===== config.mk =====
export PLATFORM = sky130hd
export DESIGN_NAME = rms_peak_capped_normaliser_top
export DESIGN_NICKNAME = d
export VERILOG_FILES = /design/src/rtl/core/rpcn_pkg.sv /design/src/rtl/core/rpcn_divsqrt.sv /design/src/rtl/core/rms_peak_capped_normaliser_top.sv
export SDC_FILE = /design/constraint.sdc
export NUM_CORES = 2
export LEC_CHECK = 0
export BUFFER_PORTS_ARGS = -buffer_cell sky130_fd_sc_hd__clkbuf_2
export CAP_MARGIN = 20
export CORE_MARGIN = 2
export CORE_UTILIZATION = 50
export CTS_CLUSTER_SIZE = 10
export DETAILED_ROUTE_END_ITERATION = 6
export GPL_TIMING_DRIVEN = 1
export PLACE_DENSITY = 0.68
export SYNTH_ARGS = -nofsm -noshare
export SYNTH_HDL_FRONTEND = slang
export SYNTH_SLANG_ARGS = --single-unit

===== constraint.sdc =====
create_clock -name clk_i -period 10.8 [get_ports clk_i]
set_clock_uncertainty 0.1 [all_clocks]
set_input_delay 1.08 -clock clk_i [delete_from_list [all_inputs] [get_ports clk_i]]
set_output_delay 1.08 -clock clk_i [all_outputs]
set_load 0.02 [all_outputs]

===== src/rtl/core/rpcn_pkg.sv =====
// ----------------------------------------------------------------------------
// rpcn_pkg: shared types and constants of the RMS normalizer
// Item payload structs, register indexes, frame limits and the control and
// status structs between the sequencer and the shared divide/root unit.
// ----------------------------------------------------------------------------
`default_nettype none

package rpcn_pkg;

  // Sample and field widths
  localparam int unsigned SampleW = 16;
  localparam int unsigned CfgW    = 15;
  localparam int unsigned CntW    = 13;
  localparam int unsigned SumW    = 42;
  localparam int unsigned ScaleW  = 24;

  // Frame length limit: the smaller of the frame size and the counter range
  localparam int unsigned MaxFrameLen = 4096;
  localparam int unsigned CntLimit    = 8191;
  localparam int unsigned FrameCap    = (MaxFrameLen < CntLimit) ? MaxFrameLen : CntLimit;

  // Reset values
  localparam logic [CfgW-1:0]   TargetRst = 15'd8192;
  localparam logic [CfgW-1:0]   PeakCapRst = 15'd31130;
  localparam logic [ScaleW-1:0] ScaleOne  = 24'd65536;

  // Shared unit: operand widths
  localparam int unsigned NumW = 64;
  localparam int unsigned DenW = 32;

  // Item kinds
  localparam logic KindMeasure = 1'b0;
  localparam logic KindApply   = 1'b1;

  // Configuration register indexes
  localparam logic CfgTargetRms = 1'b0;
  localparam logic CfgPeakCap   = 1'b1;

  typedef enum logic {
    MODE_DIV,
    MODE_SQRT
  } unit_mode_e;

  typedef struct packed {
    logic                kind;
    logic signed [15:0]  sample;
    logic                last;
  } in_item_t;

  typedef struct packed {
    logic signed [15:0]  scaled_sample;
    logic                saturated;
  } out_item_t;

  typedef struct packed {
    logic       start;
    unit_mode_e mode;
  } unit_ctl_t;

  typedef struct packed {
    logic busy;
    logic done;
  } unit_stat_t;

endpackage

`default_nettype wire


===== src/rtl/core/rpcn_divsqrt.sv =====
// ----------------------------------------------------------------------------
// rpcn_divsqrt: shared iterative divide / square-root unit
// Restoring division, one quotient bit per cycle, or
// digit-by-digit integer square root, one root bit per cycle.
// Both use the same shift, compare and subtract datapath.
// ----------------------------------------------------------------------------
`default_nettype none

module rpcn_divsqrt (
  input  logic                       clk_i,
  input  logic                       rst_ni,
  input  rpcn_pkg::unit_ctl_t        ctl_i,
  input  logic [rpcn_pkg::NumW-1:0]  num_i,
  input  logic [rpcn_pkg::DenW-1:0]  den_i,
  output rpcn_pkg::unit_stat_t       stat_o,
  output logic [rpcn_pkg::NumW-1:0]  result_o
);
  import rpcn_pkg::*;

  logic             busy_q;
  logic             done_q;
  unit_mode_e       mode_q;
  logic [5:0]       cnt_q;
  logic [NumW-1:0]  acc_q;
  logic [DenW:0]    rem_q;
  logic [NumW-1:0]  res_q;
  logic [DenW-1:0]  den_q;

  logic [DenW+1:0]  rem_sh;
  logic [DenW+1:0]  trial;
  logic [DenW+1:0]  diff;
  logic             ge;

  // One step: bring in the next numerator bits, trial-subtract
  always_comb begin
    if (mode_q == MODE_SQRT) begin
      rem_sh = {rem_q[DenW-1:0], acc_q[NumW-1:NumW-2]};
      trial  = {res_q[DenW-1:0], 2'b01};
    end else begin
      rem_sh = {rem_q, acc_q[NumW-1]};
      trial  = {2'b00, den_q};
    end
    ge   = (rem_sh >= trial);
    diff = rem_sh - trial;
  end

  // Iteration registers
  always_ff @(posedge clk_i or negedge rst_ni) begin
    if (!rst_ni) begin
      busy_q <= 1'b0;
      done_q <= 1'b0;
      mode_q <= MODE_DIV;
      cnt_q  <= '0;
    end else begin
      done_q <= 1'b0;
      if (ctl_i.start && !busy_q) begin
        busy_q <= 1'b1;
        mode_q <= ctl_i.mode;
        cnt_q  <= (ctl_i.mode == MODE_SQRT) ? 6'd31 : 6'd63;
        acc_q  <= num_i;
        den_q  <= den_i;
        rem_q  <= '0;
        res_q  <= '0;
      end else if (busy_q) begin
        acc_q  <= (mode_q == MODE_SQRT) ? {acc_q[NumW-3:0], 2'b00}
                                        : {acc_q[NumW-2:0], 1'b0};
        rem_q  <= ge ? diff[DenW:0] : rem_sh[DenW:0];
        res_q  <= {res_q[NumW-2:0], ge};
        cnt_q  <= cnt_q - 6'd1;
        if (cnt_q == 6'd0) begin
          busy_q <= 1'b0;
          done_q <= 1'b1;
        end
      end
    end
  end

  assign stat_o.busy = busy_q;
  assign stat_o.done = done_q;
  assign result_o    = res_q;

endmodule

`default_nettype wire


===== src/rtl/core/rms_peak_capped_normaliser_top.sv =====
// ----------------------------------------------------------------------------
// rms_peak_capped_normaliser_top: frame RMS normalizer with peak limit
// Measure items accumulate sum of squares, peak and count; the last one
// derives a Q8.16 gain. Apply items return the sample times the gain,
// rounded and saturated.
//
//   Channel  | Signals                                  | Direction
//   ---------+------------------------------------------+----------
//   input    | in_valid_i, in_ready_o, in_item_i        | in
//   output   | out_valid_o, out_ready_i, out_item_o     | out
//   config   | cfg_valid_i, cfg_ready_o, cfg_index_i,   | in
//            | cfg_data_i                               |
//
// Measure and apply items each pass through the shared multiplier.
// The last measure item of a frame adds two 64-step divisions, a 32-step
// square root and a 64-step division for the peak cap in the shared
// divide/root unit, plus three sequencing steps. A silent frame skips the
// unit. An apply result waits in the output register; a further apply item
// stalls in its rounding step until that register is free.
// Reset sets the registers to their defaults, the gain to 1.0 and clears
// the accumulators. The config port is always ready.
// ----------------------------------------------------------------------------
`default_nettype none

module rms_peak_capped_normaliser_top (
  input  logic                          clk_i,
  input  logic                          rst_ni,
  input  logic                          in_valid_i,
  output logic                          in_ready_o,
  input  rpcn_pkg::in_item_t            in_item_i,
  output logic                          out_valid_o,
  input  logic                          out_ready_i,
  output rpcn_pkg::out_item_t           out_item_o,
  input  logic                          cfg_valid_i,
  output logic                          cfg_ready_o,
  input  logic                          cfg_index_i,
  input  logic [rpcn_pkg::CfgW-1:0]     cfg_data_i
);
  import rpcn_pkg::*;

  typedef enum logic [3:0] {
    ST_IDLE,
    ST_MUL,
    ST_ACC,
    ST_RND,
    ST_FSTART,
    ST_DIV1,
    ST_SQRT,
    ST_DIV2,
    ST_CAP,
    ST_DIV3,
    ST_FEND
  } state_e;

  state_e              state_q;
  logic                kind_q;
  logic signed [15:0]  smp_q;
  logic                last_q;
  logic signed [41:0]  prod_q;
  logic [SumW-1:0]     sum_q;
  logic [15:0]         peak_q;
  logic [CntW-1:0]     cnt_q;
  logic [ScaleW-1:0]   gain_q;
  logic [ScaleW-1:0]   scale_q;
  logic [CfgW-1:0]     target_q;
  logic [CfgW-1:0]     pcap_q;
  logic                out_valid_q;
  out_item_t           out_item_q;

  unit_ctl_t           ctl_q;
  logic [NumW-1:0]     num_q;
  logic [DenW-1:0]     den_q;
  unit_stat_t          unit_stat;
  logic [NumW-1:0]     unit_res;

  logic signed [24:0]  mul_b;
  logic signed [41:0]  mul_p;
  logic [15:0]         smp_u;
  logic [15:0]         mag;
  logic [SumW:0]       sum_add;
  logic signed [41:0]  rnd_t;
  logic signed [25:0]  rnd_v;
  logic [ScaleW-1:0]   res_sat;

  rpcn_divsqrt u_divsqrt (
    .clk_i    (clk_i),
    .rst_ni   (rst_ni),
    .ctl_i    (ctl_q),
    .num_i    (num_q),
    .den_i    (den_q),
    .stat_o   (unit_stat),
    .result_o (unit_res)
  );

  // Shared multiplier: square for measure, gain product for apply
  assign mul_b = (kind_q == KindApply) ? $signed({1'b0, gain_q})
                                       : $signed({{9{smp_q[15]}}, smp_q});
  assign mul_p = $signed({smp_q[15], smp_q}) * mul_b;

  // Magnitude and saturating sum of squares
  assign smp_u   = smp_q;
  assign mag     = smp_q[15] ? (~smp_u + 16'd1) : smp_u;
  assign sum_add = {1'b0, sum_q} + {12'd0, prod_q[30:0]};

  // Round to nearest, ties up, then arithmetic shift by 16
  assign rnd_t = prod_q + 42'sd32768;
  assign rnd_v = rnd_t[41:16];

  // Unit result clipped to the scale range
  assign res_sat = (|unit_res[NumW-1:ScaleW]) ? {ScaleW{1'b1}} : unit_res[ScaleW-1:0];

  // Configuration registers
  always_ff @(posedge clk_i or negedge rst_ni) begin
    if (!rst_ni) begin
      target_q <= TargetRst;
      pcap_q   <= PeakCapRst;
    end else if (cfg_valid_i) begin
      case (cfg_index_i)
        CfgTargetRms: target_q <= cfg_data_i;
        CfgPeakCap:   pcap_q   <= cfg_data_i;
        default:      ;
      endcase
    end
  end

  // Sequencer
  always_ff @(posedge clk_i or negedge rst_ni) begin
    if (!rst_ni) begin
      state_q     <= ST_IDLE;
      sum_q       <= '0;
      peak_q      <= '0;
      cnt_q       <= '0;
      gain_q      <= ScaleOne;
      out_valid_q <= 1'b0;
      ctl_q       <= '{start: 1'b0, mode: MODE_DIV};
    end else begin
      // start is a one-cycle pulse; it is never raised in the cycle after
      if (ctl_q.start) begin
        ctl_q.start <= 1'b0;
      end
      // the rounding step reloads the output register itself
      if (out_valid_q && out_ready_i && state_q != ST_RND) begin
        out_valid_q <= 1'b0;
      end
      case (state_q)
        ST_IDLE: begin
          if (in_valid_i) begin
            kind_q  <= in_item_i.kind;
            smp_q   <= in_item_i.sample;
            last_q  <= in_item_i.last;
            state_q <= ST_MUL;
          end
        end
        ST_MUL: begin
          prod_q  <= mul_p;
          state_q <= (kind_q == KindApply) ? ST_RND : ST_ACC;
        end
        ST_ACC: begin
          if (cnt_q < CntW'(FrameCap)) begin
            sum_q <= sum_add[SumW] ? {SumW{1'b1}} : sum_add[SumW-1:0];
            if (mag > peak_q) begin
              peak_q <= mag;
            end
            cnt_q <= cnt_q + 1'b1;
          end
          state_q <= last_q ? ST_FSTART : ST_IDLE;
        end
        ST_RND: begin
          if (!out_valid_q || out_ready_i) begin
            out_valid_q <= 1'b1;
            if (rnd_v > 26'sd32767) begin
              out_item_q <= '{scaled_sample: 16'sh7fff, saturated: 1'b1};
            end else if (rnd_v < -26'sd32768) begin
              out_item_q <= '{scaled_sample: 16'sh8000, saturated: 1'b1};
            end else begin
              out_item_q <= '{scaled_sample: rnd_v[15:0], saturated: 1'b0};
            end
            state_q <= ST_IDLE;
          end
        end
        ST_FSTART: begin
          if (sum_q != '0 && cnt_q != '0) begin
            num_q   <= {2'b00, sum_q, 20'd0};
            den_q   <= {19'd0, cnt_q};
            ctl_q   <= '{start: 1'b1, mode: MODE_DIV};
            state_q <= ST_DIV1;
          end else begin
            scale_q <= ScaleOne;
            state_q <= ST_CAP;
          end
        end
        ST_DIV1: begin
          if (unit_stat.done) begin
            num_q   <= unit_res;
            ctl_q   <= '{start: 1'b1, mode: MODE_SQRT};
            state_q <= ST_SQRT;
          end
        end
        ST_SQRT: begin
          if (unit_stat.done) begin
            if (unit_res == '0) begin
              scale_q <= ScaleOne;
              state_q <= ST_CAP;
            end else begin
              num_q   <= {23'd0, target_q, 26'd0};
              den_q   <= unit_res[DenW-1:0];
              ctl_q   <= '{start: 1'b1, mode: MODE_DIV};
              state_q <= ST_DIV2;
            end
          end
        end
        ST_DIV2: begin
          if (unit_stat.done) begin
            scale_q <= res_sat;
            state_q <= ST_CAP;
          end
        end
        ST_CAP: begin
          if (peak_q != '0) begin
            num_q   <= {33'd0, pcap_q, 16'd0};
            den_q   <= {16'd0, peak_q};
            ctl_q   <= '{start: 1'b1, mode: MODE_DIV};
            state_q <= ST_DIV3;
          end else begin
            state_q <= ST_FEND;
          end
        end
        ST_DIV3: begin
          if (unit_stat.done) begin
            if (res_sat < scale_q) begin
              scale_q <= res_sat;
            end
            state_q <= ST_FEND;
          end
        end
        ST_FEND: begin
          gain_q  <= scale_q;
          sum_q   <= '0;
          peak_q  <= '0;
          cnt_q   <= '0;
          state_q <= ST_IDLE;
        end
        default: state_q <= ST_IDLE;
      endcase
    end
  end

  assign in_ready_o  = (state_q == ST_IDLE);
  assign out_valid_o = out_valid_q;
  assign out_item_o  = out_item_q;
  assign cfg_ready_o = 1'b1;

  // Checks
  a_ready_unit_idle: assert property (@(posedge clk_i) disable iff (!rst_ni)
    in_ready_o |-> !unit_stat.busy)
    else $error("input ready while divide/root unit busy");

  a_count_bound: assert property (@(posedge clk_i) disable iff (!rst_ni)
    cnt_q <= CntW'(FrameCap))
    else $error("sample count beyond frame cap");

  a_done_waited: assert property (@(posedge clk_i) disable iff (!rst_ni)
    unit_stat.done |-> (state_q == ST_DIV1 || state_q == ST_SQRT ||
                        state_q == ST_DIV2 || state_q == ST_DIV3))
    else $error("unit finished with no step waiting for it");

endmodule

`default_nettype wire


==> results list <==
* Result of the run: complete, no violations
- The multi-input combinational cells in the finished layout cover a total of 24900 µm².
- The filler cells instantiated in the layout total 7572.
- The initial antenna violation count was 1.
- Along the worst path, the maximum fanout reaches 26.
- Number of post-CTS setup repair buffers: 0
- Total DRC errors in the routed layout: 0
* Via count of the first global-routing pass: 31.7k
- In the final routed layout, each cell accounts on average for 19.8 µm.
- Detail-routed via count per cell: 5.72
- Data required time at the worst endpoint: 11040 ps
- X dimension of the die: 298 µm
* Cells after Synth: 4321
- For this run, the total global-route usage over all layers was measured as 0.249.
- TritonCTS clock tree: yes
- Synth Net Count: 4959
- For this configuration, the core starts out at a cell density of 0.506.
- The first global-routing pass estimated 176 mm of wire.
- For this run, the leading register cell type out of synthesis is edfxtp_1.
* Number of unique standard cell types used by synthesis: 94
- Leaving out fill and tap cells, the most frequent cell in the layout is inv_1.
- Startpoint of the worst register-to-register path: smp_q[15]$_DFFE_PP_
- Row generation in the floorplan step produced 107 rows.
- Area of all sequential standard cells: 15200 µm²
- Headroom to the max-slew limit came out at 0.294.
- CP startpoint kind: flip-flop
- The die covers 88600 µm².
- The number of hold buffers added after CTS was 0.
- Largest incremental delay on the critical path: 800 ps
- Kind of end point of the critical path: flip-flop
- Of the cells placed in the final design, the portion with a size suffix greater than 1 is 0.0880.
- The clock tree synthesis step divided the H-tree into 3 levels.
* GPL Wtd Cong: 0.905
- Across all hold checks on the routed design, the worst slack comes to 307 ps.
- RSZ-0062 raised after global routing: no
* Total half-perimeter wirelength after legalization and detailed placement: 79.0 mm
* Final wirelength: 108 mm
- Port buffer count: 57
- The tool flagged a number of max-cap violations equal to 0.
* Number of buffers added by the clock tree synthesis step: 66
* Maximum number of pins on one net before global-route repair: 130
* Leading cell types in the layout, fill and taps excluded: inv_1 (578), nand2_1 (566), fa_1 (390)
* Number of flip-flops and latches in the synthesized netlist: 530
- For this design the top-level I/O count stands at 59.
- The worst path in the final design needs a cycle of 8310 ps, including I/O delays and setup.
- Fraction of the cycle the final worst path needs: 0.769
- Number of resized instances in the post-cts repair step: 0
- In this run the register-to-register setup slack is 2490 ps.
- Synth warnings: 0
* Worst Path Class, Setup: flip-flop to flip-flop
- Antenna-violating nets left: 0
- Compared with the post-synthesis result, the final layout area differs by 7.83%.
- Maximum clock frequency: 120 MHz
* Clock sink count: 530
- Async set-reset flop share out of synthesis: 0.266
- Together, buffers and inverters on the worst path number 5.
- Slew @ Worst Pin: 1050 ps
* Hold/Removal Path Class: input port to asynchronous set/reset pin
- The slowest stage of the critical path belongs to the cell nor2_1.
- Data arrives at the worst endpoint at 8550 ps.
- Avg Synthesized Cell Area: 9.98 µm²
- Most repeated library cell on the critical path: fa_1
* Worst-case clock buffer depth: 3
* Critical path origin: smp_q[15]$_DFFE_PP_
* Top cell family by delay on the critical path: adder cells
- Setup violations remaining at the end of the flow were counted as 0.
* Count of TritonRoute iterations in the first routing pass: 7
- Final core utilization: 0.545
* Global route total overflow: 0
* Core Footprint: 85300 µm²
- The die is 298 µm tall.
- In this run, the number of DRC markers left after iteration 0 of detailed routing was 3016.
- Counting flops with a built-in enable in the synthesized netlist gives 389.
- Final TNS setup: 0 ps
* Endpoints failing hold: 0
- Clock-pin slew was measured on the worst setup and hold paths at 60 ps.
* Nets: 4916
* Number of antenna repair diodes: 0
- The synthesized netlist occupies a cell area of 43100 µm².
- Clk Latency, worst-skew pair: 620 ps
- The max-slew violation count was 0.
- Cell chosen for the clock root: clkbuf_16
- Number of vias in the routed layout: 31.3k
* Portion of the post-synthesis area used by sequential elements: 0.353
==> worst register-to-register path: cells and delay by family, from the launching register on <==
kind,cells,cell delay (ps)
buf+inv,5,590
xor+xnor,1,80
compound gates,7,2150
flops,1,330
simple gates,5,1380
fa+ha+maj,7,3400
==> path summary, 6_finish.rpt <==
| kind | to | cells after the start |
|---|---|---|
| max | prod_q[40]$_DFFE_PP_ | 25 |
| min | u_divsqrt.done_q$_DFF_PN0_ | 1 |
| max reg2reg | prod_q[40]$_DFFE_PP_ | 25 |
| min reg2reg | u_divsqrt.den_q[17]$_DFFE_PP_ | 0 |
| max in group asynchronous | sum_q[26]$_DFFE_PN0P_ | 2 |
| min in group clk_i | u_divsqrt.den_q[17]$_DFFE_PP_ | 0 |
==> layout make-up <==
| cell class | count | area share |
|---|---|---|
| multi-input cells | 2991 | 0.535 |
| flip-flops and latches | 530 | 0.328 |
| inverters | 580 | 0.0468 |
| clock buffers | 112 | 0.0417 |
| well taps | 1144 | 0.0308 |
| repair buffers | 109 | 0.0159 |
| clock inverters | 9 | 0.00191 |
==> cell usage after synthesis, drive strengths merged, types with 6 or more instances <==
master   number  area share
inv         579       0.050
nand2       570       0.050
fa          390        0.18
edfxtp      389        0.27
o21ai       274       0.033
ha          209       0.061
clkbuf      188       0.016
nor2        172       0.016
a21oi       171       0.020
and2        155       0.022
dfrtp       130       0.075
mux2i       108       0.025
xnor2        90       0.018
mux2         78       0.020
a21o         67       0.012
nand3        61      0.0073
nor2b        61      0.0088
nor3         49      0.0059
xor2         48      0.0097
a31oi        43      0.0062
nor4         37      0.0054
nand4        36      0.0054
or2          34      0.0049
o31ai        33      0.0063
buf          32      0.0047
nand2b       32      0.0048
a22o         31      0.0063
and3         25      0.0037
o21a         24      0.0042
a222oi       18      0.0042
o21bai       17      0.0030
or3          16      0.0024
a221o        14      0.0032
a211oi       13      0.0024
a21boi       13      0.0023
dfstp        11      0.0067
o22ai        10      0.0019
o211ai        9      0.0016
nor3b         8      0.0014
a22oi         7      0.0012
a32oi         7      0.0014
a2111oi       6      0.0017
==> metrics by stage <==
stage | cells | cell area, µm² | setup slack, ps
3_5_place_dp | 5351 | 44400 | 2570
3_3_place_gp | 5350 | 44400 | 2820
2_1_floorplan | 4321 | 43100 | 3270
5_1_grt | 5475 | 46500 | 2010
4_1_cts | 5472 | 46400 | 2530
6_report | 5475 | 46500 | 2490
==> metal layers <==
layer | vias to the layer above | GRT usage | share of wire
met3 | 210 | 0.0337 | 0.066
met1 | 15500 | 0.337 | 0.42
met2 | 1098 | 0.408 | 0.48
met5 | - | 0 | 0.00013
met4 | 2 | 0.0962 | 0.038
li1 | 14500 | - | -
==> sequential cells by signal (all words and copies together) (netlist names), 2 cells and up <==
signal,cells
num_q,64
u_divsqrt.acc_q,64
u_divsqrt.result_o,64
sum_q,42
prod_q,41
u_divsqrt.rem_q,33
den_q,32
u_divsqrt.den_q,32
gain_q,24
scale_q,24
out_item_o,17
peak_q,16
smp_q,16
pcap_q,15
target_q,15
cnt_q,13
u_divsqrt.cnt_q,6
state_q,4
ctl_q,2
==> cell families after synthesis <==
logic type / count (synthesis) / synth area share
AO/OA/AOI/OAI: 797 / 0.119
buffers and inverters: 800 / 0.0716
AND/OR/NAND/NOR: 1270 / 0.141
multiplexers: 186 / 0.0455
flip-flops: 530 / 0.353
other: 1 / 0.0000870
XOR/XNOR: 138 / 0.0280
adder cells (fa/ha/maj): 599 / 0.242
Power is not shown: default switching activity piles up to over one toggle a cycle in this logic, so the estimate is an artifact.
